--- src/lapet_pkg.sv ---
// ----------------------------------------------------------------------------
// lapet_pkg: shared types and constants of the Laplacian edge threshold block
// Field widths, command codes and the per-result side information that moves
// from the sequencer through the read stage to the output stage.
// ----------------------------------------------------------------------------
package lapet_pkg;

    // Field widths
    localparam int PIX_W = 8;
    localparam int CFG_W = 12;
    localparam int THR_W = 8;
    localparam int IDX_W = 2;

    // Input command codes
    localparam logic CMD_PIXEL = 1'b0;
    localparam logic CMD_DRAIN = 1'b1;

    // Configuration register indexes
    localparam logic [IDX_W-1:0] REG_FRAME_WIDTH  = 2'd0;
    localparam logic [IDX_W-1:0] REG_FRAME_HEIGHT = 2'd1;
    localparam logic [IDX_W-1:0] REG_THRESHOLD    = 2'd2;

    // Border handling and framing for one pending result
    typedef struct packed {
        logic row_first;   // top row: take the centre for the upper neighbour
        logic col_first;   // left column: take the centre for the left neighbour
        logic dn_sub;      // lower neighbour missing or past the bottom border
        logic rt_sub;      // right neighbour missing or past the right border
        logic frame_last;  // last pixel of the frame
    } lapet_meta_t;

endpackage

--- src/lapet_calc.sv ---
// ----------------------------------------------------------------------------
// lapet_calc: Laplacian and threshold stage
// Holds the border flags beside the history read data, forms
// 4*centre - up - down - left - right with edge replication and registers
// the thresholded result for the output channel.
// ----------------------------------------------------------------------------
module lapet_calc
(
    input  logic                        clk,
    input  logic                        rst_n,
    input  logic                        s2_in_valid,
    input  lapet_pkg::lapet_meta_t      meta_next,
    input  logic [lapet_pkg::PIX_W-1:0] c_data,
    input  logic [lapet_pkg::PIX_W-1:0] rt_data,
    input  logic [lapet_pkg::PIX_W-1:0] up_data,
    input  logic [lapet_pkg::PIX_W-1:0] dn_data,
    input  logic [lapet_pkg::THR_W-1:0] threshold,
    input  logic                        out_ready,
    output logic                        s2_ready,
    output logic                        out_valid,
    output logic                        edge_res,
    output logic                        frame_last
);
    import lapet_pkg::*;

    logic              s2_valid_reg;
    lapet_meta_t       meta_reg;
    logic [PIX_W-1:0]  prev_c_reg;
    logic              out_valid_reg;
    logic              edge_res_reg;
    logic              frame_last_reg;

    logic              s3_ready;
    logic              s2_fire;
    logic [PIX_W-1:0]  up_v;
    logic [PIX_W-1:0]  dn_v;
    logic [PIX_W-1:0]  lf_v;
    logic [PIX_W-1:0]  rt_v;
    logic [9:0]        nb_sum;
    logic [10:0]       limit;
    logic [10:0]       centre4;
    logic              edge_next;

    // Stage handshake
    assign s3_ready = !out_valid_reg || out_ready;
    assign s2_ready = !s2_valid_reg || s3_ready;
    assign s2_fire  = s2_valid_reg && s3_ready;

    // Replicate the centre across borders and missing neighbours
    assign up_v = meta_reg.row_first ? c_data : up_data;
    assign dn_v = meta_reg.dn_sub    ? c_data : dn_data;
    assign lf_v = meta_reg.col_first ? c_data : prev_c_reg;
    assign rt_v = meta_reg.rt_sub    ? c_data : rt_data;

    // Compare 4*centre against neighbour sum plus threshold
    assign nb_sum    = {2'b0, up_v} + {2'b0, dn_v} + {2'b0, lf_v} + {2'b0, rt_v};
    assign limit     = {1'b0, nb_sum} + {3'b0, threshold};
    assign centre4   = {1'b0, c_data, 2'b00};
    assign edge_next = (centre4 > limit);

    // Track stage valids
    always_ff @(posedge clk or negedge rst_n)
    begin
        if (!rst_n)
        begin
            s2_valid_reg  <= 1'b0;
            out_valid_reg <= 1'b0;
        end
        else
        begin
            if (s2_ready)
            begin
                s2_valid_reg <= s2_in_valid;
            end
            if (s3_ready)
            begin
                out_valid_reg <= s2_valid_reg;
            end
        end
    end

    // Load flags, keep the centre as the next left neighbour, register result
    always_ff @(posedge clk)
    begin
        if (s2_in_valid && s2_ready)
        begin
            meta_reg <= meta_next;
        end
        if (s2_fire)
        begin
            prev_c_reg     <= c_data;
            edge_res_reg   <= edge_next;
            frame_last_reg <= meta_reg.frame_last;
        end
    end

    assign out_valid  = out_valid_reg;
    assign edge_res   = edge_res_reg;
    assign frame_last = frame_last_reg;

    // A stalled read stage keeps its result and flags
    a_s2_hold: assert property (@(posedge clk) disable iff (!rst_n)
        (s2_valid_reg && !s3_ready) |=> (s2_valid_reg && $stable(meta_reg)))
        else $error("read stage lost a stalled result");

endmodule

--- config.mk ---
export PLATFORM = sky130hd
export DESIGN_NAME = lapet_calc
export DESIGN_NICKNAME = d
export VERILOG_FILES = /design/src/lapet_pkg.sv /design/src/lapet_calc.sv
export SDC_FILE = /design/constraint.sdc
export NUM_CORES = 1
export LEC_CHECK = 0
export ABC_AREA = 0
export BUFFER_PORTS_ARGS = -buffer_cell sky130_fd_sc_hd__buf_4
export CAP_MARGIN = 10
export CORE_MARGIN = 3
export CORE_UTILIZATION = 58
export DETAILED_ROUTE_END_ITERATION = 16
export PLACE_DENSITY = 0.86
export SYNTH_ARGS = -nofsm -noshare
export SYNTH_HDL_FRONTEND = slang
export SYNTH_SLANG_ARGS = --single-unit
--- constraint.sdc ---
create_clock -name clk -period 7.8 [get_ports clk]
set_input_delay 2.34 -clock clk [delete_from_list [all_inputs] [get_ports clk]]
set_output_delay 2.34 -clock clk [all_outputs]
set_load 0.005 [all_outputs]
==> run_results.csv <==
group,metric,value,unit
status,outcome,"finished, final reports clean",
clock_network,clock-sinks,17,
layout,layout-drive-gt1-share,0.285,
floorplanning,start_util,0.609,
global_route,grt_antenna_before_repair,0,
timing,worst_pin_slew,0.555,ns
global_route,grtUsageTotal,0.218,
synth,netlist_area,2060,µm²
route,wirelength,4100,µm
timing,holdWs,0.443,ns
route,first_iter_violations,44,
synth,synth_top_area_cell,"fa_1",
global_route,grt_pass1_vias,1703,
worst_hold_path,min_path_cells,0,
clock_network,worstSkewPairLatency,0.32,ns
global_route,grt_max_degree,12,
clock_network,clock_path_buffers,2,
power,p_leak,1.29,nW
layout,final_nets,338,
place,port_buffers,52,
layout,syn2layout_area_growth,22.3,%
synth,synth_common_cells,"inv_1, fa_1, mux2i_1, ha_1, edfxtp_1",
worst_hold_path,hp-class,"flop to flop",
clock_network,clk_pin_slew,0.12,ns
route,first_pass_iters,4,
route,via_per_inst,5.25,
clock_network,clock-root-buffer,"clkbuf_4",
synth,ys_seq_elements,17,
clock_network,cts_tree,"yes",
layout,num_antenna_cells,0,
timing,finalClockSkew,0.00787,ns
floorplanning,core_area,3390,µm²
job,cap_violations,0,
clock_network,cts-hold-fix-buffers,0,
clock_network,htreeDepth,1,
clock_network,cts-buffers-inserted,3,
route,ant_nets,0,
timing,fmax,158,MHz
timing,min_period_over_period,0.809,
power,p_per_area,286,nW/µm²
floorplanning,die_x,65.6,µm
worst_setup_path,worstPathRequired,7.96,ns
synth,synth-warning-count,0,
synth,yosysMostFrequentCell,"inv_1",
layout,largest_register_ffs,8,
timing,rsz0062_at_grt,"false",
worst_setup_path,rr_worst_depth,17,
floorplanning,std_cell_rows,21,
synth,syn_area_per_cell,10.6,µm²
timing,slew_headroom,0.630,
synth,syn_inst,194,
place,gp_congestion,0.830,
floorplanning,die-area,4310,µm²
power,vdd_ir_drop_max,0.000204,V
layout,n_fill_cell,253,
clock_network,post_cts_buffers,0,
route,via_count,1533,
worst_setup_path,crit_arrival,6.47,ns
synth,synth.top_cell.area_share,0.223,
synth,syn_nets,285,
route,drc,0,
route,wl_per_cell,14.0,µm
synth,synth_cell_type_count,32,
synth,yosysSeqAreaShare,0.243,
timing,period_needed,6.31,ns
synth,synth_area_leaders,"fa_1, edfxtp_1, ha_1",
timing,setup_violations,0,
timing,setup_tns,0,ns
timing,drv_slew,0,
timing,final_hold_viol_count,0,
synth,ys.flop_type,"edfxtp_1",
synth,synth_edf_count,15,
clock_network,cts_resized,0,
worst_setup_path,start_kind,"input port",
floorplanning,io_pins,53,
worst_setup_path,path_class,"input port to flop",
worst_setup_path,cp-end-kind,"flop",
global_route,grt_overflow_total,0,
floorplanning,dieHeight,65.6,µm
place,dp_hpwl,3430,µm
global_route,grt_pass1_wl,7070,µm
worst_setup_path,path_max_fanout,6,
synth,async_flop_share,0.118,
critical path: stages:
cell	delay (ns)
buf_4	0.13
mux2_2	0.28
fa_1	0.39
inv_1	0.08
fa_1	0.45
fa_1	0.48
inv_1	0.07
ha_1	0.21
inv_1	0.07
fa_1	0.40
nor2b_1	0.17
o2111ai_1	0.14
a31oi_1	0.22
xnor2_1	0.15
ha_1	0.26
nand3_1	0.10
mux2_2	0.34
a221oi_2	0.17
cells by family (layout without fill, tap and decap cells):
| group | count (synthesis) | in the layout | share of synthesized area |
|---|---|---|---|
| muxes | 33 | 33 | 0.167 |
| buffers and inverters | 53 | 105 | 0.0982 |
| and+or+nand+nor | 21 | 21 | 0.0546 |
| AOI/OAI and AO/OA | 21 | 21 | 0.0697 |
| xor gates and xnor gates | 7 | 7 | 0.0297 |
| adders and majority gates | 42 | 42 | 0.338 |
| DFF | 17 | 17 | 0.243 |
cell type report:
cell class / instances / area [µm²] / share of cell area
Sequential cell: 17 / 500 / 0.198
Timing Repair Buffer: 52 / 390 / 0.155
Clock buffer: 3 / 22.5 / 0.00893
Inverter: 49 / 184 / 0.0729
Tap cell: 46 / 57.6 / 0.0228
Multi-Input combinational cell: 124 / 1360 / 0.539
Clock inverter: 1 / 7.51 / 0.00298
metrics by stage:
| step | instance area [µm²] | setup slack, ns | instances | util | total power [mW] |
|---|---|---|---|---|---|
| 2_1_floorplan | 2060 | 1.60 | 194 | - | 0.550 |
| 3_3_place_gp | 2490 | 1.18 | 288 | 0.735 | 0.656 |
| 3_5_place_dp | 2490 | 1.17 | 288 | 0.735 | 0.664 |
| 4_1_cts | 2520 | 1.49 | 292 | 0.744 | 0.725 |
| 5_1_grt | 2520 | 1.24 | 292 | 0.744 | 0.816 |
| 6_report | 2520 | 1.49 | 292 | 0.744 | 0.721 |
report_power, final:
part | internal [mW] | switching [mW] | leakage (nW)
Clock | 0.0196 | 0.0359 | 0.0139
Combinational | 0.261 | 0.284 | 1.11
Sequential | 0.113 | 0.00719 | 0.166
layer usage:
layer  track usage  share of wire  vias up
li1              -              -      743
met1         0.252           0.39      722
met2         0.394           0.52       59
met3        0.0410          0.061        9
met4        0.0803          0.027        0
met5             0              0        -
final timing paths:
path | start | end | slack, ns
worst max-delay path | c_data[0] | edge_res$_DFFE_PP_ | 1.49
worst min-delay path | meta_reg[0]$_DFFE_PP_ | frame_last$_DFFE_PP_ | 0.44
worst max register to register | meta_reg[4]$_DFFE_PP_ | edge_res$_DFFE_PP_ | 2.82
worst min register to register | meta_reg[0]$_DFFE_PP_ | frame_last$_DFFE_PP_ | 0.44
max in group asynchronous | rst_n | out_valid$_DFFE_PN0P_ | 5.94
min in group asynchronous | rst_n | s2_valid_reg$_DFFE_PN0N_ | 1.78
layout by cell type, fill, tap and decap left out, drive strengths merged, types with 2 or more instances in the layout:
master and n:
buf 52, inv 49, fa 23, mux2i 22, ha 19, edfxtp 15
mux2 11, a21oi 7, xor2 4, o21ai 4, nand2 4, nand2b 3
xnor2 3, nor2 3, a21o 3, clkbuf 3, and2 2, nand3b 2
nand3 2, dfrtp 2, a211oi 2
Note: power is estimated with default switching activity, not from simulation.
