==> config.mk <==
export PLATFORM = sky130hd
export DESIGN_NAME = lapet_seq
export DESIGN_NICKNAME = d
export VERILOG_FILES = /design/src/lapet_pkg.sv /design/src/lapet_seq.sv
export SDC_FILE = /design/constraint.sdc
export NUM_CORES = 1
export LEC_CHECK = 0
export ABC_AREA = 1
export BUFFER_PORTS_ARGS = -buffer_cell sky130_fd_sc_hd__buf_4
export CORE_UTILIZATION = 45
export DETAILED_ROUTE_END_ITERATION = 8
export PLACE_DENSITY_LB_ADDON = 0.15
export SLEW_MARGIN = 25
export SYNTH_ARGS = -nofsm -noshare
export SYNTH_HDL_FRONTEND = slang
export SYNTH_SLANG_ARGS = --single-unit
==> constraint.sdc <==
create_clock -name clk -period 7.2 [get_ports clk]
set_input_delay 1.08 -clock clk [delete_from_list [all_inputs] [get_ports clk]]
set_output_delay 1.08 -clock clk [all_outputs]
set_load 0.1 [all_outputs]
==> src/lapet_pkg.sv <==
// ----------------------------------------------------------------------------
// lapet_pkg: shared types and constants of the Laplacian edge threshold block
// Field widths, command codes and the per-result side information that moves
// from the sequencer through the read stage to the output stage.
// ----------------------------------------------------------------------------
package lapet_pkg;

    // Field widths
    localparam int PIX_W = 8;
    localparam int CFG_W = 12;
    localparam int THR_W = 8;
    localparam int IDX_W = 2;

    // Input command codes
    localparam logic CMD_PIXEL = 1'b0;
    localparam logic CMD_DRAIN = 1'b1;

    // Configuration register indexes
    localparam logic [IDX_W-1:0] REG_FRAME_WIDTH  = 2'd0;
    localparam logic [IDX_W-1:0] REG_FRAME_HEIGHT = 2'd1;
    localparam logic [IDX_W-1:0] REG_THRESHOLD    = 2'd2;

    // Border handling and framing for one pending result
    typedef struct packed {
        logic row_first;   // top row: take the centre for the upper neighbour
        logic col_first;   // left column: take the centre for the left neighbour
        logic dn_sub;      // lower neighbour missing or past the bottom border
        logic rt_sub;      // right neighbour missing or past the right border
        logic frame_last;  // last pixel of the frame
    } lapet_meta_t;

endpackage

==> src/lapet_seq.sv <==
// ----------------------------------------------------------------------------
// lapet_seq: stream sequencer
// Tracks the write pointer, the oldest pending pixel and its frame position,
// decides when a transaction produces a result and forms the history read
// addresses and border flags for that result.
// ----------------------------------------------------------------------------
module lapet_seq #(
    parameter int MAX_WIDTH  = 2048,
    parameter int MAX_HEIGHT = 2048,
    parameter int RING_DEPTH = 4100,
    parameter int ADDR_W     = 13
)
(
    input  logic                        clk,
    input  logic                        rst_n,
    input  logic                        fire,
    input  logic                        command,
    input  logic [lapet_pkg::CFG_W-1:0] frame_width,
    input  logic [lapet_pkg::CFG_W-1:0] frame_height,
    output logic                        emit,
    output logic                        wr_en,
    output logic [ADDR_W-1:0]           wr_addr,
    output logic [ADDR_W-1:0]           addr_c,
    output logic [ADDR_W-1:0]           addr_rt,
    output logic [ADDR_W-1:0]           addr_up,
    output logic [ADDR_W-1:0]           addr_dn,
    output lapet_pkg::lapet_meta_t      meta_next
);
    import lapet_pkg::*;

    localparam int WID_W  = $clog2(MAX_WIDTH + 1);
    localparam int HGT_W  = $clog2(MAX_HEIGHT + 1);
    localparam int COL_W  = (MAX_WIDTH > 1) ? $clog2(MAX_WIDTH) : 1;
    localparam int ROW_W  = (MAX_HEIGHT > 1) ? $clog2(MAX_HEIGHT) : 1;
    localparam int PEND_W = $clog2(MAX_WIDTH + 3);
    localparam int SATW_W = (WID_W > CFG_W) ? WID_W : CFG_W;
    localparam int SATH_W = (HGT_W > CFG_W) ? HGT_W : CFG_W;
    localparam logic [ADDR_W:0]   RING_EXT = (ADDR_W + 1)'(RING_DEPTH);
    localparam logic [ADDR_W-1:0] RING_TOP = ADDR_W'(RING_DEPTH - 1);

    logic [ADDR_W-1:0] head_reg,    head_next;
    logic [ADDR_W-1:0] out_ptr_reg, out_ptr_next;
    logic [PEND_W-1:0] pending_reg, pending_next;
    logic [COL_W-1:0]  out_col_reg, out_col_next;
    logic [ROW_W-1:0]  out_row_reg, out_row_next;

    logic [SATW_W-1:0] fw_ext;
    logic [SATH_W-1:0] fh_ext;
    logic [WID_W-1:0]  w_eff;
    logic [HGT_W-1:0]  h_eff;
    logic              is_drain;
    logic [PEND_W-1:0] pend_e;
    logic              row_last;
    logic              col_last;
    logic [ADDR_W:0]   ptr_ext;
    logic [ADDR_W:0]   w_ext;
    logic [ADDR_W:0]   dn_sum;
    logic [ADDR_W:0]   ptr_gap;

    // Saturate the geometry registers into the supported range
    assign fw_ext = SATW_W'(frame_width);
    assign fh_ext = SATH_W'(frame_height);
    assign w_eff  = (fw_ext == '0) ? WID_W'(1)
                  : (fw_ext > SATW_W'(MAX_WIDTH)) ? WID_W'(MAX_WIDTH) : WID_W'(fw_ext);
    assign h_eff  = (fh_ext == '0) ? HGT_W'(1)
                  : (fh_ext > SATH_W'(MAX_HEIGHT)) ? HGT_W'(MAX_HEIGHT) : HGT_W'(fh_ext);

    // Decide whether this transaction releases the oldest pending pixel
    assign is_drain = (command == CMD_DRAIN);
    assign pend_e   = is_drain ? pending_reg : pending_reg + PEND_W'(1);
    assign emit     = is_drain ? (pending_reg != '0) : (pending_reg > PEND_W'(w_eff));

    // Border flags of the result position
    assign row_last = (HGT_W'(out_row_reg) >= h_eff - HGT_W'(1));
    assign col_last = (WID_W'(out_col_reg) >= w_eff - WID_W'(1));

    always_comb
    begin
        meta_next.row_first  = (out_row_reg == '0);
        meta_next.col_first  = (out_col_reg == '0);
        meta_next.dn_sub     = row_last || (pend_e <= PEND_W'(w_eff));
        meta_next.rt_sub     = col_last || (pend_e <= PEND_W'(1));
        meta_next.frame_last = row_last && col_last;
    end

    // Form the ring addresses around the centre pixel
    assign ptr_ext = {1'b0, out_ptr_reg};
    assign w_ext   = (ADDR_W + 1)'(w_eff);
    assign dn_sum  = ptr_ext + w_ext;
    assign addr_c  = out_ptr_reg;
    assign addr_rt = (out_ptr_reg == RING_TOP) ? '0 : out_ptr_reg + ADDR_W'(1);
    assign addr_dn = (dn_sum >= RING_EXT) ? ADDR_W'(dn_sum - RING_EXT) : ADDR_W'(dn_sum);
    assign addr_up = (ptr_ext >= w_ext) ? ADDR_W'(ptr_ext - w_ext)
                                        : ADDR_W'(ptr_ext + RING_EXT - w_ext);

    // Write pixels at the head of the ring
    assign wr_en   = fire && !is_drain;
    assign wr_addr = head_reg;

    // Advance pointers, pending count and result position
    always_comb
    begin
        head_next    = head_reg;
        out_ptr_next = out_ptr_reg;
        pending_next = pending_reg;
        out_col_next = out_col_reg;
        out_row_next = out_row_reg;
        if (fire)
        begin
            if (!is_drain)
            begin
                head_next = (head_reg == RING_TOP) ? '0 : head_reg + ADDR_W'(1);
            end
            pending_next = pend_e;
            if (emit)
            begin
                pending_next = pend_e - PEND_W'(1);
                out_ptr_next = addr_rt;
                if (col_last)
                begin
                    out_col_next = '0;
                    out_row_next = row_last ? '0 : out_row_reg + ROW_W'(1);
                end
                else
                begin
                    out_col_next = out_col_reg + COL_W'(1);
                end
            end
        end
    end

    always_ff @(posedge clk or negedge rst_n)
    begin
        if (!rst_n)
        begin
            head_reg    <= '0;
            out_ptr_reg <= '0;
            pending_reg <= '0;
            out_col_reg <= '0;
            out_row_reg <= '0;
        end
        else
        begin
            head_reg    <= head_next;
            out_ptr_reg <= out_ptr_next;
            pending_reg <= pending_next;
            out_col_reg <= out_col_next;
            out_row_reg <= out_row_next;
        end
    end

    // Distance from the oldest pending pixel to the head of the ring
    assign ptr_gap = (head_reg >= out_ptr_reg)
                   ? {1'b0, head_reg} - ptr_ext
                   : {1'b0, head_reg} + RING_EXT - ptr_ext;

    // The pending count never exceeds one row plus one pixel
    a_pending_bound: assert property (@(posedge clk) disable iff (!rst_n)
        pending_reg <= PEND_W'(MAX_WIDTH + 1))
        else $error("pending count above one row plus one pixel");

    // The pointers stay exactly the pending count apart
    a_ptr_gap: assert property (@(posedge clk) disable iff (!rst_n)
        ptr_gap == (ADDR_W + 1)'(pending_reg))
        else $error("ring pointers disagree with pending count");

    // A drain with nothing pending leaves the result position alone
    a_empty_drain: assert property (@(posedge clk) disable iff (!rst_n)
        (fire && is_drain && pending_reg == '0)
        |=> ($stable(out_ptr_reg) && $stable(out_col_reg) && $stable(out_row_reg)))
        else $error("empty drain moved the result position");

endmodule

==> qor.csv <==
metric,value,unit
outcome,"complete, no violations",
grt_max_degree,61,
htree_levels,3,
max_cap_violations,0,
crit_top_cell,nand2_1,
min_period,6280,ps
nNetsFinal,1426,
portBuffers,99,
wirelength,22500,um
fin_crit_sh,0.873,
max-slew-margin-rel,0.450,
clk_path_buf_depth,2,
synth.avg_cell_area,6.73,um2
path_cells,buf_4 -> nor4_1 -> nand3_1 -> nand2_1 -> inv_1 -> nor2_1 -> inv_1 -> ha_1 -> fa_1 -> o21bai_1 -> nand2_1 -> nand2_1 -> nand4_1 -> nand2_1 -> nor2_2 -> buf_4 -> inv_1 -> a21oi_1 -> o21ai_0 -> o21ai_0 -> buf_4,
grt_use_total,0.255,
numClockSinks,60,
viasPerCell,5.17,
hold_viol_final,0,
first_pass_iters,5,
clk_latency,350,ps
initial_core_util,0.462,
drt_iter0_drc,386,
finalMaxSlewViolations,0,
core,17400,um2
io_pins,100,
cts_hold_buf,0,
cts.reportedPaths.clkPinSlew,60,ps
root_buffer,clkbuf_16,
die_w,136,um
fin_skew,10.6,ps
via_count,7846,
cts_post_setup_buffers_inserted,0,
cts_tree,built,
grt_pass1_wl,36800,um
synth_fp_nets,1334,
arrival,5200,ps
endpoint_kind,primary output,
synth-seq-area-share,0.186,
hp-class,reg2reg,
overflow,0,
grt_pass1_vias,7527,
synth_area,8050,um2
place_congestion,0.916,
drc,0,
ff_latch_area,1500,um2
worst_pin_slew,825,ps
cts_buffers,9,
dieArea,18400,um2
start_kind,input pin,
antenna_found_initial,0,
rsz0062_at_grt,no,
cp_slowest_stage_delay,410,ps
required,6120,ps
antenna_left,0,
ys_types,46,
n_fill_cell,1788,
layout_common_cells,"292 x nand2_1, 175 x inv_1, 102 x buf_4, 97 x ha_1, 93 x nor2_1",
report.final.setup_viol,0,
final_common_cell,nand2_1,
crit_type,in2out,
wl_per_cell,14.8,um
die_y,136,um
fin_setup_tns,0,ps
multiInputGateArea,5710,um2
drive_above_1_share,0.145,
area_growth,15.5,%
cts.repair.resized,0,
yosysWarnings,0,
hpwlAfterDp,18000,um
synth-seq-cells,60,
fmax,0.159,GHz
rows,48,
cp_max_fo,11,
crit_slowest_cell,nor2_1,
syn_inst,1197,
diodes,0,
-- kinds of logic (layout without fill, tap and decap cells) --
logic type	Yosys count	count (layout)	synth area share
buf+inv	209	306	0.105
xor+xnor	78	78	0.0899
flops	60	60	0.186
fa+ha+maj	109	109	0.181
simple gates	591	591	0.334
compound gates	150	150	0.104
-- critical path: cells and delay by family --
| kind | cells | cell delay (ps) |
|---|---|---|
| AOI/OAI and AO/OA | 4 | 530 |
| adders and majority gates | 2 | 700 |
| buffers and inverters | 6 | 1200 |
| and+or+nand+nor | 9 | 1700 |
-- synth_stat cells (all sizes together) --
cell,count,area (um2)
clkinv,1,3.75
a31o,1,8.76
o21ai,69,345
nand3,87,473
or2,3,18.8
nand2,311,1210
nor4,8,50.1
nor3b,2,15.0
inv,187,704
xor2,65,611
a31oi,6,37.5
xnor2,13,114
a21boi,1,7.51
nor3,34,195
and2,1,6.26
nand4,28,175
o21bai,3,22.5
buf,17,124
ha,97,1210
fa,12,240
nand3b,1,7.51
a211oi,1,7.51
dfrtp,60,1500
and3,3,18.8
nor2,112,512
clkbuf,4,15.0
o2111ai,3,26.3
a21o,3,22.5
a21oi,48,244
or3,1,6.26
o31ai,15,113
-- metrics by stage --
stage                     utilization  setup WS, ps  area (um2)  std cells  hold slack (ps)
final                           0.534           916        9300       1519              527
after global routing            0.534           539        9300       1519              557
after CTS                       0.534           988        9300       1519              537
after detailed placement        0.515           995        8960       1503              527
after global placement          0.515          1070        8960       1503              518
after floorplan                     -           369        8050       1197              480
-- final timing paths --
kind                            slack, ps  depth (start not counted)            start              to
worst max-delay path                  920                         21   frame_width[5]     addr_up[12]
worst min-delay path                  530                          1       wr_addr[9]      wr_addr[9]
worst max register to register       4280                         13  pending_reg[11]  out_row_reg[6]
worst min register to register        530                          1       wr_addr[9]      wr_addr[9]
max in group asynchronous            5810                          1            rst_n      addr_c[12]
min in group asynchronous             820                          1            rst_n       addr_c[3]
-- per-layer routing --
metal / vias to the layer above / GRT usage / wire length [um]
met1: 3579 / 0.314 / 9930
met5: - / 0 / 0
li1: 4067 / - / -
met4: 0 / 0.0824 / 468
met2: 170 / 0.458 / 11200
met3: 30 / 0.0307 / 887
-- area by class of cell --
cell class | instances | share of cell area
repair buffers | 102 | 0.0823
multi-input cells | 928 | 0.613
clock buffers | 10 | 0.0246
flip-flops and latches | 60 | 0.161
well taps | 225 | 0.0303
inverters | 188 | 0.0761
clock inverters | 6 | 0.0120
Power is not shown: default switching activity piles up to over one toggle a cycle in this logic, so the estimate is an artifact.
