--- src/lapet_pkg.sv ---
// ----------------------------------------------------------------------------
// lapet_pkg: shared types and constants of the Laplacian edge threshold block
// Field widths, command codes and the per-result side information that moves
// from the sequencer through the read stage to the output stage.
// ----------------------------------------------------------------------------
package lapet_pkg;

    // Field widths
    localparam int PIX_W = 8;
    localparam int CFG_W = 12;
    localparam int THR_W = 8;
    localparam int IDX_W = 2;

    // Input command codes
    localparam logic CMD_PIXEL = 1'b0;
    localparam logic CMD_DRAIN = 1'b1;

    // Configuration register indexes
    localparam logic [IDX_W-1:0] REG_FRAME_WIDTH  = 2'd0;
    localparam logic [IDX_W-1:0] REG_FRAME_HEIGHT = 2'd1;
    localparam logic [IDX_W-1:0] REG_THRESHOLD    = 2'd2;

    // Border handling and framing for one pending result
    typedef struct packed {
        logic row_first;   // top row: take the centre for the upper neighbour
        logic col_first;   // left column: take the centre for the left neighbour
        logic dn_sub;      // lower neighbour missing or past the bottom border
        logic rt_sub;      // right neighbour missing or past the right border
        logic frame_last;  // last pixel of the frame
    } lapet_meta_t;

endpackage

--- src/lapet_gray.sv ---
// ----------------------------------------------------------------------------
// lapet_gray: RGB to 8-bit gray conversion
// Fixed-point luma, (77R + 150G + 29B + 128) >> 8, rounded to nearest.
// ----------------------------------------------------------------------------
module lapet_gray
(
    input  logic [lapet_pkg::PIX_W-1:0] red,
    input  logic [lapet_pkg::PIX_W-1:0] green,
    input  logic [lapet_pkg::PIX_W-1:0] blue,
    output logic [lapet_pkg::PIX_W-1:0] gray
);
    import lapet_pkg::*;

    logic [15:0] luma_sum;

    // Weight the components, add the rounding half, keep the upper byte
    assign luma_sum = 16'd77  * {8'd0, red}
                    + 16'd150 * {8'd0, green}
                    + 16'd29  * {8'd0, blue}
                    + 16'd128;
    assign gray = luma_sum[15:8];

endmodule

--- config.mk ---
export PLATFORM = sky130hd
export DESIGN_NAME = lapet_gray
export DESIGN_NICKNAME = d
export VERILOG_FILES = /design/src/lapet_pkg.sv /design/src/lapet_gray.sv
export SDC_FILE = /design/constraint.sdc
export NUM_CORES = 1
export LEC_CHECK = 0
export BUFFER_PORTS_ARGS = -buffer_cell sky130_fd_sc_hd__buf_2
export CORE_UTILIZATION = 55
export DETAILED_ROUTE_END_ITERATION = 8
export PLACE_DENSITY = 0.8
export SETUP_SLACK_MARGIN = 0.15
export SYNTH_ARGS = -nofsm -noshare
export SYNTH_HDL_FRONTEND = slang
export SYNTH_SLANG_ARGS = --single-unit
--- constraint.sdc ---
create_clock -name vclk -period 9.6
set_input_delay 1.92 -clock vclk [all_inputs]
set_output_delay 1.92 -clock vclk [all_outputs]
set_load 0.02 [all_outputs]
==> impl_metrics.csv, run 1 <==
group,metric,value,unit
timing,final.setup.worst_slack,-0.0944,ns
global_route,grt_max_degree,7,
floorplanning,start_util,0.579,
status,failed_checks,"setup timing",
timing,finalSetupViolations,5,
critical_path,max_stage_delay,0.55,ns
final_layout,clkbuf_count,0,
critical_path,path_class,"input pin to output pin",
global_route,grt_pass1_wl,11100,µm
hold_path,hp-class,"input pin to output pin",
yosys,synth_compound_area_frac,0.0833,
placement,dpl.hpwl,5770,µm
detailed_routing,drc,0,
yosys,synth_top_family_by_area,"adder cells",
final_layout,seq_cells,0,
timing,worst_slew_pin_slew,0.422,ns
timing,max-slew-margin-rel,0.717,
yosys,synth.avg_cell_area,9.57,µm²
yosys,synth.area.top_cells,"ha_1, fa_1, inv_1",
critical_path,cpMostUsedCell,"ha_4",
final_layout,final_cells,470,
yosys,synth_top_area_cell,"ha_1",
final_layout,drive_gt1_frac,0.276,
critical_path,cpMaxStageDelayCell,"fa_2",
yosys,syn_inst,339,
detailed_routing,wl_per_cell,14.2,µm
placement,io_buffers,32,
floorplanning,rows,27,
detailed_routing,drt_iter0_markers,58,
yosys,synth_area,0.00324,mm²
critical_path,crit_fanout,3,
final_layout,multi_input_area,0.00319,mm²
yosys,syn_nets,513,
critical_path,path_delay_family,"adder cells",
global_route,grt_pass1_vias,2556,
yosys,ys_seq_area_frac,0,
critical_path,cp_data_arrival_time,7.77,ns
hold_path,min_from,"green[7]",
final_layout,seqCellArea,0,µm²
placement,routabilityCongestion,0.862,
final_layout,final_cell_mix,"inv_1, ha_1, fa_1",
yosys,synth_xor_area_frac,0.0459,
detailed_routing,vias_per_cell,5.11,
yosys,synth-simple-area-share,0.0494,
final_layout,mostFrequentLayoutCell,"inv_1",
status,status,"complete, but fails checks",
floorplanning,dieArea,0.00621,mm²
floorplanning,core_area,0.00561,mm²
global_route,grt.total_usage,0.225,
floorplanning,die-width,78.8,µm
critical_path,crit_buf_inv,6,
yosys,synth.top_cell.area_share,0.366,
timing,fin_crit,9.69,ns
global_route,grt-ovfl-total,0,
yosys,synth.mux.area_fraction,0,
critical_path,required,7.68,ns
placement,place_inst,464,
final_layout,antenna_cells,0,
yosys,synth_fa_ha_area_frac,0.706,
timing,whs,4.61,ns
cts,cts_hold_buffers,0,
detailed_routing,drtAntennaViolNets,0,
floorplanning,die_y,78.8,µm
timing,timing.fmax,103,MHz
timing,rsz0062_at_grt,"true",
timing,drv_slew,0,
job,cap_violations,0,
detailed_routing,dr.pass1.iters,4,
global_route,grt_antenna_before_repair,0,
final_layout,nNetsFinal,574,
critical_path,worstSetupEndpointType,"output pin",
final_layout,area_growth,26.0,%
final_layout,fillCellCount,414,
timing,post-route-period-util,1.01,
detailed_routing,drt-total-wl,6660,µm
detailed_routing,vias,2402,
yosys,synth-warning-count,0,
yosys,synthDistinctLibCells,31,
floorplanning,pin_count,32,
critical_path,startpoint,"green[5]",
timing,hold_viol_final,0,
critical_path,crit_path_start_kind,"input pin",
## cells by family (layout without fill, tap and decap cells)
logic type	after synthesis	count (layout)
simple gates	33	33
fa+ha+maj	150	150
buf+inv	100	159
compound gates	39	39
xor+xnor	17	17
## layer usage
layer | track usage | vias to the layer above | wire [µm]
li1 | - | 1208 | -
met1 | 0.285 | 1151 | 2910
met2 | 0.435 | 36 | 3520
met3 | 0.00690 | 7 | 148
met4 | 0.0259 | 0 | 80
met5 | 0 | - | 0
## timing repair
action                     CTS  global route
resized for setup           36            27
pin swaps                   24            15
buffers inserted             4             2
setup endpoints to repair    6             8
## synthesized netlist by cell type
cell type,n
a2111oi_0,1
a2111oi_2,1
a211o_1,2
a21o_1,3
a21o_2,1
a21oi_1,12
a221oi_2,1
a22oi_1,1
a2bb2oi_1,1
a41oi_1,1
and3b_1,1
fa_1,55
ha_1,95
inv_1,100
nand2_1,10
nand2b_1,2
nand3_1,4
nand4_1,2
nor2_1,7
nor2b_1,1
nor3_1,2
o211a_1,1
o21a_1,4
o21ai_0,7
o21bai_1,2
o31ai_1,1
or2_2,1
or3_1,2
or4_1,1
xnor2_1,8
xor2_1,9
## worst paths after layout
kind / end / slack (ns) / cells past startpoint
min: gray[7] / 4.61 / 6
max: gray[7] / -0.09 / 26
## metrics by stage
| step | setup WS, ns | TNS, ns | instance area, µm² | util |
|---|---|---|---|---|
| 6_report | -0.0944 | -0.196 | 4090 | 0.729 |
| 2_1_floorplan | 0.155 | 0 | 3340 | - |
| 3_5_place_dp | -0.246 | -1.10 | 3750 | 0.669 |
| 4_1_cts | -0.0594 | -0.0888 | 3960 | 0.705 |
| 5_1_grt | -0.260 | -1.18 | 4090 | 0.729 |
| 3_3_place_gp | -0.181 | -0.724 | 3750 | 0.669 |
## cell type report
class | instances | area share
well taps | 72 | 0.0220
inverters | 100 | 0.0919
multi-input cells | 239 | 0.781
repair buffers | 59 | 0.105
Power of run 1 is left out: the tool's default activity adds up to more than one toggle a clock period on the data nets, which glitch-free logic cannot reach.
==> run 2, diff against run 1 <==
CORE_UTILIZATION = 30   (was 55)
PLACE_DENSITY = 0.5   (was 0.8)
==> run 2 against run 1 <==
Net effect: the flow still finishes with violations (setup timing); largest cell class unchanged; critical path type unchanged; highest routed layer is now met3; global-route usage shrank 9.9 points; maximum frequency grew 0.73%; utilization shrank 33 points.
==> impl_metrics.csv, run 2 (synthesis gave the netlist of run 1 again) <==
group,metric,value,unit
global_route,grt.total_usage,0.126,
critical_path,path_class,"input pin to output pin",
status,failed_checks,"setup timing",
timing,hold_viol_final,0,
timing,rsz0062_at_grt,"true",
final_layout,drive_gt1_frac,0.240,
critical_path,required,7.68,ns
critical_path,crit_fanout,3,
global_route,grt-ovfl-total,0,
timing,drv_slew,0,
cts,cts_hold_buffers,0,
timing,worst_slew_pin_slew,0.415,ns
timing,timing.fmax,104,MHz
global_route,grt_max_degree,7,
final_layout,final_cell_mix,"inv_1, ha_1, fa_1",
final_layout,mostFrequentLayoutCell,"inv_1",
detailed_routing,vias_per_cell,4.38,
detailed_routing,wl_met1,3100,µm
detailed_routing,dr_wl_met3,107,µm
detailed_routing,dr.pass1.iters,4,
placement,io_buffers,32,
timing,finalSetupViolations,1,
critical_path,worstSetupEndpointType,"output pin",
job,cap_violations,0,
placement,routabilityCongestion,0.767,
critical_path,crit_path_start_kind,"input pin",
final_layout,seqCellArea,0,µm²
detailed_routing,wl_met2,3030,µm
floorplanning,rows,37,
detailed_routing,vias,2349,
detailed_routing,drc,0,
timing,post-route-period-util,1.00,
final_layout,fillCellCount,1063,
detailed_routing,wl_per_cell,11.6,µm
global_route,grt_pass1_vias,2577,
final_layout,seq_cells,0,
floorplanning,pin_count,32,
floorplanning,die-width,106,µm
final_layout,nNetsFinal,576,
final_layout,area_growth,26.8,%
timing,final.setup.worst_slack,-0.0243,ns
detailed_routing,drtAntennaViolNets,0,
detailed_routing,drt_iter0_markers,40,
floorplanning,core_area,0.0104,mm²
critical_path,cp_data_arrival_time,7.70,ns
final_layout,utilization,0.395,
detailed_routing,top_layer,"met3",
floorplanning,start_util,0.311,
timing,max-slew-margin-rel,0.721,
final_layout,clkbuf_count,0,
detailed_routing,drt-total-wl,6230,µm
placement,dpl.hpwl,5960,µm
floorplanning,die_y,106,µm
timing,fin_crit,9.62,ns
global_route,grt_antenna_before_repair,0,
final_layout,antenna_cells,0,
floorplanning,dieArea,0.0112,mm²
final_layout,multi_input_area,0.00313,mm²
status,status,"complete, but fails checks",
hold_path,hp-class,"input pin to output pin",
global_route,grt_pass1_wl,11700,µm
run 2: cell types whose count changed in the layout (fill, tap and decap cells not counted), sizes merged:
cell  delta
buf      +2
run 2: what timing repair did:
action	in CTS	in global routing
buffers inserted	5	0
pin swaps	38	7
setup endpoints to repair	7	6
gates resized for setup	41	0
run 2: layout make-up:
class | count | share of cell area
multi-input combinational | 239 | 0.761
tap | 136 | 0.0414
inverter | 100 | 0.0913
timing repair buffer | 61 | 0.106
run 2: per-stage QoR:
step / hold slack (ns) / setup slack (ns) / cells / TNS [ns] / area (µm²)
floorplan: 4.33 / 0.155 / 339 / 0 / 3340
global placement: 4.63 / -0.268 / 531 / -1.10 / 3850
detailed placement: 4.64 / -0.312 / 531 / -1.23 / 3850
CTS: 4.61 / -0.0665 / 536 / -0.0665 / 4110
global route: 4.66 / -0.222 / 536 / -0.876 / 4110
finish: 4.59 / -0.0243 / 536 / -0.0243 / 4110
run 2: path summary, 6_finish.rpt:
check	slack [ns]	to	start	cells after the start
max	-0.02	gray[7]	green[6]	25
min	4.59	gray[7]	green[7]	6
run 2: critical path, stage by stage:
cell	delay, ns
buf_8	0.10
ha_4	0.24
ha_4	0.25
inv_2	0.03
fa_1	0.44
fa_1	0.51
inv_2	0.05
ha_4	0.28
inv_2	0.03
o21bai_1	0.15
xor2_1	0.19
ha_1	0.26
fa_1	0.48
inv_1	0.05
fa_1	0.49
inv_1	0.05
fa_1	0.56
ha_4	0.22
ha_4	0.28
o211a_1	0.18
a221oi_4	0.08
a211o_1	0.29
and3b_2	0.23
xor2_2	0.17
buf_6	0.13
run 2: per-layer routing:
layer | GRT usage | vias to the layer above
met5 | 0 | -
met4 | 0 | 0
met3 | 0.00245 | 0
met2 | 0.229 | 22
met1 | 0.179 | 1119
li1 | - | 1208
Power of run 2 is left out for the same reason.
==> run 3, diff against run 2 <==
CORE_ASPECT_RATIO = 0.5   (was default)
==> run 3 against run 2 <==
Net effect: the run still ends with setup timing left; critical path depth is 1 lower; non-clock buffer count is 6 higher; utilization is 0.77 points higher.
==> impl_metrics.csv, run 3 (synthesis gave the netlist of run 1 again) <==
group,metric,value,unit
status,status,"complete, but fails checks",
status,failed_checks,"setup timing",
final_layout,final_cell_mix,"inv_1, ha_1, fa_1",
global_route,grt_util_met2,0.231,
detailed_routing,wl_per_cell,12.2,µm
global_route,grt-ovfl-total,0,
hold_path,hp-class,"input pin to output pin",
timing,hold_viol_final,0,
final_layout,multi_input_area,0.00314,mm²
detailed_routing,vias_per_cell,4.37,
timing,fin_crit,9.63,ns
global_route,use_met1,0.191,
final_layout,drive_gt1_frac,0.271,
timing,max-slew-margin-rel,0.686,
floorplanning,start_util,0.314,
timing,rsz0062_at_grt,"true",
critical_path,crit_path_start_kind,"input pin",
timing,fin_setup_tns,-0.0277,ns
placement,dpl.hpwl,6100,µm
final_layout,seqCellArea,0,µm²
global_route,grt.total_usage,0.131,
floorplanning,rows,26,
floorplanning,core_area,0.0103,mm²
detailed_routing,drt_iter0_markers,53,
timing,finalSetupViolations,1,
detailed_routing,drc,0,
final_layout,nNetsFinal,582,
critical_path,required,7.68,ns
timing,drv_slew,0,
timing,timing.fmax,104,MHz
critical_path,cp_data_arrival_time,7.71,ns
detailed_routing,drt-total-wl,6640,µm
final_layout,seq_cells,0,
global_route,gr-usage-met3,0.00419,
placement,routabilityCongestion,0.740,
floorplanning,die-width,149,µm
global_route,grt_pass1_wl,11700,µm
global_route,grt_antenna_before_repair,0,
detailed_routing,vias,2388,
final_layout,fillCellCount,1070,
timing,final.setup.worst_slack,-0.0277,ns
final_layout,clkbuf_count,0,
timing,worst_slew_pin_slew,0.467,ns
floorplanning,dieArea,0.0113,mm²
detailed_routing,drtAntennaViolNets,0,
floorplanning,pin_count,32,
final_layout,area_growth,28.3,%
critical_path,worstSetupEndpointType,"output pin",
floorplanning,die_y,75.5,µm
final_layout,mostFrequentLayoutCell,"inv_1",
detailed_routing,dr.pass1.iters,4,
critical_path,crit_fanout,3,
job,cap_violations,0,
critical_path,path_class,"input pin to output pin",
global_route,busiest_layer,"met2",
global_route,grt_pass1_vias,2451,
placement,io_buffers,32,
global_route,grt_max_degree,7,
final_layout,antenna_cells,0,
timing,post-route-period-util,1.00,
==> run 3: cell type report <==
type / instances / area share
inverters: 100 / 0.0901
repair buffers: 67 / 0.115
multi-input cells: 239 / 0.753
well taps: 140 / 0.0421
==> run 3: timing repair <==
item / 4_1_cts / 5_1_grt
gates resized for setup: 35 / 14
hold buffers: 0 / 0
buffers inserted: 5 / 3
pin swaps: 35 / 9
endpoints found under the setup margin: 6 / 7
==> run 3: metrics by stage <==
stage	instance area [µm²]	hold slack (ns)	utilization	setup slack, ns	cells
detailed placement	3880	4.66	0.375	-0.225	538
global route	4160	4.68	0.403	-0.207	546
global placement	3880	4.66	0.375	-0.203	538
finish	4160	4.63	0.403	-0.0277	546
floorplan	3340	4.33	-	0.155	339
CTS	4100	4.65	0.397	-0.00478	543
==> run 3: metal layers <==
metal / share of wire / up-vias
met1: 0.52 / 1162
li1: - / 1219
met4: 0 / 0
met3: 0.013 / 0
met2: 0.47 / 7
met5: 0 / -
==> run 3: critical path, stage by stage <==
cell      delay [ns]
buf_6           0.10
ha_4            0.23
ha_4            0.25
inv_2           0.03
fa_1            0.44
fa_1            0.50
inv_2           0.05
ha_4            0.21
buf_4           0.14
xnor2_2         0.17
fa_1            0.45
fa_1            0.51
inv_2           0.04
fa_1            0.48
inv_2           0.04
fa_1            0.54
ha_4            0.22
ha_4            0.24
o211a_1         0.13
a221oi_4        0.33
a211o_1         0.20
and3b_2         0.21
xor2_2          0.14
buf_6           0.13
==> run 3: path summary, 6_finish.rpt <==
| kind | start | to | slack (ns) | cells past startpoint |
|---|---|---|---|---|
| setup / recovery | green[6] | gray[7] | -0.03 | 24 |
| hold / removal | green[7] | gray[7] | 4.63 | 6 |
Power of run 3 is left out for the same reason.
